===== src/sv/swm_pkg.sv =====
package swm_pkg;

	localparam int MAX_WINDOW   = 16;
	localparam int SAMPLE_WIDTH = 16;
	localparam int IDX_W        = (MAX_WINDOW > 1) ? $clog2(MAX_WINDOW) : 1;
	localparam int CNT_W        = $clog2(MAX_WINDOW + 1);
	localparam int CFG_W        = 5;
	localparam int RESET_WINDOW = (5 > MAX_WINDOW) ? MAX_WINDOW : 5;

	typedef logic signed [SAMPLE_WIDTH-1:0] sample_t;
	typedef logic signed [SAMPLE_WIDTH:0]   median_t;
	typedef logic [IDX_W-1:0]               age_t;
	typedef logic [CNT_W-1:0]               count_t;

	// Link from a cell to its right-hand neighbor.
	typedef struct packed {
		logic    valid;
		logic    mv_right;
		sample_t val;
		age_t    age;
		logic    evict_seen;
	} fwd_link_t;

	// Link from a cell to its left-hand neighbor.
	typedef struct packed {
		logic    mv_left;
		sample_t val;
		age_t    age;
	} bwd_link_t;

	// Command broadcast to every cell of the chain.
	typedef struct packed {
		logic    accept;
		logic    clear;
		sample_t x;
		age_t    win_last;
		logic    any_evict;
	} cell_cmd_t;

endpackage


===== src/sv/sliding_window_median_filter.sv =====
// Timing: the sorted cell chain updates at the edge that accepts a sample transaction, and
// the median is registered into the output stage once the output register is empty or
// being drained. Throughput: one sample per cycle while the receiver takes each result;
// the input stalls only while a computed median waits behind an output register that
// the receiver has not taken.
// Reset (arst_n, asynchronous, active low) empties the window and sets the window size
// to five; a nonzero window_size write empties the window as well.
module sliding_window_median_filter (
	input  logic                 clk,
	input  logic                 arst_n,
	input  logic                 sample_valid,
	output logic                 sample_ready,
	input  swm_pkg::sample_t     sample,
	output logic                 median_valid,
	input  logic                 median_ready,
	output swm_pkg::median_t     median_doubled,
	input  logic                 cfg_valid,
	output logic                 cfg_ready,
	input  logic [swm_pkg::CFG_W-1:0] window_size
);
	import swm_pkg::*;

	// The window lives in a chain of cells kept in ascending order. Each cell holds
	// one sample and its age; a new sample is inserted in place while the oldest one
	// of a full window is removed, with cells taking values from their neighbors.
	fwd_link_t fwd [MAX_WINDOW+1];
	bwd_link_t bwd [MAX_WINDOW+1];
	cell_cmd_t cmd;

	count_t  win_q;
	count_t  count_q;
	logic    pend_q;
	logic    out_valid_q;
	median_t median_q;

	logic    in_fire;
	logic    cfg_fire;
	logic    do_clear;
	logic    cap;
	count_t  win_d;
	age_t    lo_idx;
	age_t    hi_idx;
	sample_t lo_val;
	sample_t hi_val;

	// Always taken; the user issues a configuration only while idle, unchecked.
	assign cfg_ready = 1'b1;
	assign cfg_fire  = cfg_valid && cfg_ready;
	// A write of zero is ignored altogether.
	assign do_clear  = cfg_fire && (window_size != '0);

	always_comb begin
		if (int'(window_size) > MAX_WINDOW) begin
			win_d = count_t'(MAX_WINDOW);
		end else begin
			win_d = count_t'(window_size);
		end
	end

	// The output stage is loaded when the chain holds an updated window that has not
	// yet been reduced, and the output register is empty or being drained.
	assign cap          = pend_q && (!out_valid_q || median_ready);
	assign sample_ready = !pend_q || cap;
	assign in_fire      = sample_valid && sample_ready;

	assign cmd.accept    = in_fire;
	assign cmd.clear     = do_clear;
	assign cmd.x         = sample;
	assign cmd.win_last  = age_t'(win_q - count_t'(1));
	assign cmd.any_evict = fwd[MAX_WINDOW].evict_seen;

	// The left end of the chain acts as an always-occupied, never-moving neighbor.
	assign fwd[0].valid      = 1'b1;
	assign fwd[0].mv_right   = 1'b0;
	assign fwd[0].val        = '0;
	assign fwd[0].age        = '0;
	assign fwd[0].evict_seen = 1'b0;

	assign bwd[MAX_WINDOW].mv_left = 1'b0;
	assign bwd[MAX_WINDOW].val     = '0;
	assign bwd[MAX_WINDOW].age     = '0;

	for (genvar i = 0; i < MAX_WINDOW; i++) begin : g_cell
		swm_cell u_cell (
			.clk       (clk),
			.arst_n    (arst_n),
			.cmd       (cmd),
			.left_in   (fwd[i]),
			.right_in  (bwd[i+1]),
			.right_out (fwd[i+1]),
			.left_out  (bwd[i])
		);
	end

	// For an odd count both middle indexes coincide, so the sum is twice the median;
	// for an even count it is the sum of the two middle samples.
	assign lo_idx = age_t'((count_q - count_t'(1)) >> 1);
	assign hi_idx = age_t'(count_q >> 1);

	always_comb begin
		lo_val = '0;
		hi_val = '0;
		for (int i = 0; i < MAX_WINDOW; i++) begin
			if (age_t'(i) == lo_idx) begin
				lo_val = fwd[i+1].val;
			end
			if (age_t'(i) == hi_idx) begin
				hi_val = fwd[i+1].val;
			end
		end
	end

	always_ff @(posedge clk or negedge arst_n) begin
		if (!arst_n) begin
			win_q       <= count_t'(RESET_WINDOW);
			count_q     <= '0;
			pend_q      <= 1'b0;
			out_valid_q <= 1'b0;
		end else begin
			if (do_clear) begin
				win_q   <= win_d;
				count_q <= '0;
			end else if (in_fire && (count_q != win_q)) begin
				count_q <= count_q + count_t'(1);
			end

			if (in_fire) begin
				pend_q <= 1'b1;
			end else if (cap) begin
				pend_q <= 1'b0;
			end

			if (cap) begin
				out_valid_q <= 1'b1;
			end else if (median_ready) begin
				out_valid_q <= 1'b0;
			end
		end
	end

	always_ff @(posedge clk) begin
		if (cap) begin
			median_q <= median_t'(lo_val) + median_t'(hi_val);
		end
	end

	assign median_valid   = out_valid_q;
	assign median_doubled = median_q;

endmodule


===== src/sv/swm_cell.sv =====
module swm_cell (
	input  logic              clk,
	input  logic              arst_n,
	input  swm_pkg::cell_cmd_t cmd,
	input  swm_pkg::fwd_link_t left_in,
	input  swm_pkg::bwd_link_t right_in,
	output swm_pkg::fwd_link_t right_out,
	output swm_pkg::bwd_link_t left_out
);
	import swm_pkg::*;

	logic    valid_q;
	sample_t val_q;
	age_t    age_q;

	logic    evict;
	logic    kept;
	logic    gt;
	logic    after;
	logic    stay;
	logic    valid_d;
	sample_t val_d;
	age_t    age_d;

	// The cell holding the oldest sample of a full window drops it. Kept samples
	// above the new one slide right if they sit before the dropped slot, kept
	// samples at or below it slide left if they sit after it.
	always_comb begin
		evict = valid_q && (age_q == cmd.win_last);
		kept  = valid_q && !evict;
		gt    = val_q > cmd.x;
		after = left_in.evict_seen;
		stay  = kept && (gt == after);

		right_out.valid      = valid_q;
		right_out.mv_right   = kept && gt && !after;
		right_out.val        = val_q;
		right_out.age        = age_q;
		right_out.evict_seen = left_in.evict_seen || evict;

		left_out.mv_left = kept && !gt && after;
		left_out.val     = val_q;
		left_out.age     = age_q;

		valid_d = cmd.any_evict ? valid_q : (valid_q || left_in.valid);
		priority if (stay) begin
			val_d = val_q;
			age_d = age_q + age_t'(1);
		end else if (left_in.mv_right) begin
			val_d = left_in.val;
			age_d = left_in.age + age_t'(1);
		end else if (right_in.mv_left) begin
			val_d = right_in.val;
			age_d = right_in.age + age_t'(1);
		end else begin
			val_d = cmd.x;
			age_d = '0;
		end
	end

	always_ff @(posedge clk or negedge arst_n) begin
		if (!arst_n) begin
			valid_q <= 1'b0;
		end else if (cmd.clear) begin
			valid_q <= 1'b0;
		end else if (cmd.accept) begin
			valid_q <= valid_d;
		end
	end

	always_ff @(posedge clk) begin
		if (cmd.accept) begin
			val_q <= val_d;
			age_q <= age_d;
		end
	end

endmodule

===== config.mk =====
export PLATFORM = sky130hd
export DESIGN_NAME = sliding_window_median_filter
export DESIGN_NICKNAME = d
export VERILOG_FILES = /design/src/sv/swm_pkg.sv /design/src/sv/sliding_window_median_filter.sv /design/src/sv/swm_cell.sv
export SDC_FILE = /design/constraint.sdc
export NUM_CORES = 2
export LEC_CHECK = 0
export ABC_AREA = 1
export BUFFER_PORTS_ARGS = -buffer_cell sky130_fd_sc_hd__buf_2
export CORE_MARGIN = 8
export CORE_UTILIZATION = 60
export DETAILED_ROUTE_END_ITERATION = 7
export GPL_ROUTABILITY_DRIVEN = 0
export PLACE_DENSITY_LB_ADDON = 0.12
export SKIP_LAST_GASP = 1
export SLEW_MARGIN = 20
export SYNTH_ARGS = -nofsm -noshare
export SYNTH_HDL_FRONTEND = slang
export SYNTH_SLANG_ARGS = --single-unit

===== constraint.sdc =====
create_clock -name clk -period 5.29 [get_ports clk]
set_clock_uncertainty 0.05 [all_clocks]
set_input_delay 0.529 -clock clk [delete_from_list [all_inputs] [get_ports clk]]
set_output_delay 0.529 -clock clk [all_outputs]
set_load 0.01 [all_outputs]

==> results.py <==
metrics = {
    "placement": {
        "place_area_um2": 32100,
        "dp_hpwl_mm": 82.9,
        "io_buffers": 44,
    },
    "routing": {
        "drt-initial-drc-count": 4875,
        "via_per_inst": 6.34,
        "drt_wl_total_mm": 108,
        "wire_per_inst_um": 22.1,
        "drtAntennaViolNets": 0,
        "drc": 33,
        "vias": 30900,
        "drt_pass1_iterations": 8,
    },
    "cts": {
        "cts.path.max_buffers": 3,
        "cts-buffers-inserted": 44,
        "cts-root-buf": "clkbuf_16",
        "clk_latency_ns": 0.60,
        "cts_tree": "yes",
        "h-tree-depth": 2,
        "clkSinkCount": 365,
        "path_clk_slew_ns": 0.06,
    },
    "setup_path": {
        "crit_type": "reg -> reg",
        "required_ns": 5.67,
        "slowest_stage": "fa_1",
        "cp.buffers_inverters": 5,
        "cp_common_cell": "nand2_1",
        "startpoint_type": "register",
        "cp_data_arrival_time_ns": 5.39,
        "endpoint_kind": "register",
        "slowest_delay_ns": 0.42,
        "cp_max_fo": 6,
        "crit_family": "simple AND/OR/NAND/NOR gates",
    },
    "synthesis": {
        "yosys-top-cells-count": "nand2_1 (1,036), inv_1 (466), o21ai_0 (371)",
        "yosysUniqueCellTypes": 57,
        "synth_area_um2": 30600,
        "synth_edf_count": 337,
        "syn-num-nets": 4412,
        "synth_cells": 4094,
        "ys_seq_area_share_pct": 35.4,
        "synth_most_common_cell": "nand2_1",
        "yosysWarnings": 0,
        "synth_largest_area_cell": "edfxtp_1",
        "synth_area_per_cell_um2": 7.48,
        "synthFlopType": "edfxtp_1",
        "async_reset_ff_share_pct": 7.67,
        "synth_top_area_share_pct": 33.1,
        "netlist_top_cells_area": "edfxtp_1 (33%), nand2_1 (13%), ha_1 (12%)",
        "ys_ff_latch": 365,
    },
    "floorplanning": {
        "die_area_um2": 58500,
        "ios": 46,
        "die_h_um": 242,
        "die_w_um": 242,
        "start_util_pct": 60.9,
        "coreArea_um2": 50300,
        "rows": 82,
    },
    "global_route": {
        "grt_pass1_vias": 28200,
        "grt_pass1_wl_mm": 164,
        "grt_overflow": 0,
        "antenna_found_initial": 2,
        "track_usage_pct": 35.3,
        "grt_max_degree": 41,
    },
    "timing": {
        "drv_slew": 0,
        "rsz0062_at_grt": "yes",
        "fmax_mhz": 199,
        "setup_viol": 0,
        "timing.hold.ws_ns": 0.154,
        "min_period_ns": 5.01,
        "slew_headroom_pct": 38.1,
        "hold_viol": 0,
        "period_share_pct": 94.8,
        "tightest_slew_ns": 0.928,
    },
    "power_and_ir_drop": {
        "leakage_uw": 0.0153,
        "max-vdd-ir-drop_mv": 0.277,
        "power_density_nw_per_um2": 310,
    },
    "final_layout": {
        "nets": 4487,
        "fin_area_um2": 33500,
        "syn2layout_area_growth_pct": 9.59,
        "drive_above_1_share_pct": 7.21,
        "fillCellCount": 4425,
        "antenna-diode-count": 0,
    },
    "hold_path": {
        "hold_path_class": "in -> reg",
    },
    "flow_run": {
        "drv_cap": 0,
    },
    "outcome": {
        "failed_checks": "DRC",
        "outcome": "complete, but fails checks",
    },
}
where the power goes:
part | internal [uW] | switching (uW) | total [uW]
registers | 3590 | 306 | 3890
logic | 1150 | 2280 | 3430
clock network | 1760 | 1320 | 3070
total | 6490 | 3910 | 10400
flip-flops by register name, summed over array words and instances (netlist names):
signal,flops
g_cell.u_cell.val_q,256
count_q,5
median_doubled,17
pend_q,1
g_cell.u_cell.valid_q,16
median_valid,1
win_q,5
g_cell.u_cell.age_q,64
through the flow:
| stage | utilization, % | setup TNS (ns) | power, uW | std cells | worst slack [ns] |
|---|---|---|---|---|---|
| finish | 66.7 | 0 | 10400 | 4876 | 0.276 |
| global route | 66.7 | -0.0689 | 10800 | 4876 | -0.0594 |
| CTS | 66.6 | 0 | 10200 | 4875 | 0.0497 |
| detailed placement | 63.8 | 0 | 7190 | 4793 | 0.0789 |
| global placement | 63.8 | 0 | 7140 | 4793 | 0.246 |
| floorplan | - | 0 | 5970 | 4094 | 0.744 |
kinds of logic (layout without fill, tap and decap cells):
kind of cell,Yosys count,count (layout),synth area share (%)
AOI/OAI and AO/OA,956,956,18.0
xor gates and xnor gates,89,89,2.55
adders and majority gates,292,292,12.0
buffers and inverters,640,750,8.15
DFF,365,365,35.4
other,1,1,0.0123
and+or+nand+nor,1751,1751,24.0
layer usage:
metal | track usage (%) | share of wire, %
met2 | 52.2 | 42
met1 | 49.7 | 40
met5 | 0 | 0.019
met3 | 7.63 | 14
met4 | 14.7 | 4.8
final timing paths:
kind | startpoint | end | depth (start not counted) | slack, ns
max | count_q[0] | median_doubled[16] | 33 | 0.28
min | window_size[0] | win_q[0] | 3 | 0.15
max reg2reg | count_q[0] | median_doubled[16] | 33 | 0.28
min reg2reg | pend_q | median_valid | 2 | 0.45
max in group asynchronous | arst_n | count_q[1] | 2 | 4.14
min in group asynchronous | arst_n | g_cell[15].u_cell.valid_q | 2 | 0.49
final cells by class:
type | count | area, um2 | area share (%)
inverter | 485 | 1830 | 5.44
sequential | 365 | 10800 | 32.3
clock buffer | 58 | 1210 | 3.62
clock inverter | 23 | 189 | 0.563
tap | 672 | 841 | 2.51
timing repair buffer | 184 | 1300 | 3.88
multi-input combinational | 3089 | 17300 | 51.7
worst min-delay path: cells and delay by family:
kind	cells	cell delay (ns)
AO/OA/AOI/OAI	1	0.07
buffers and inverters	1	0.11
AND/OR/NAND/NOR	1	0.06
placed cells by master, fill, tap and decap left out, types with 7 or more instances in the layout:
cell type  instances
a31oi_1           64
a21oi_1          246
xnor2_1            7
o221ai_1          18
nor3_1            22
dfrtp_1           25
nand2_2            8
o2111ai_1         21
buf_2             44
clkbuf_1           9
edfxtp_1         337
buf_4            136
a221oi_1          16
o21ai_1           39
nor4_1            10
inv_1            465
nand2_1         1036
ha_1             291
nor2_1           334
o211ai_1         112
o21bai_1          16
nor2_2             8
clkinv_1          23
o22ai_1           27
xor2_1            80
nand3_1          223
clkinv_2           8
nand4_1           80
clkbuf_16         45
o21ai_0          368
timing repair:
item                                    CTS  global route
hold endpoints to repair                 26             0
hold buffers                              1             0
endpoints found under the setup margin    0             5
setup buffers                             0             1
resized for setup                         0            14
Note: power is estimated with default switching activity, not from simulation.
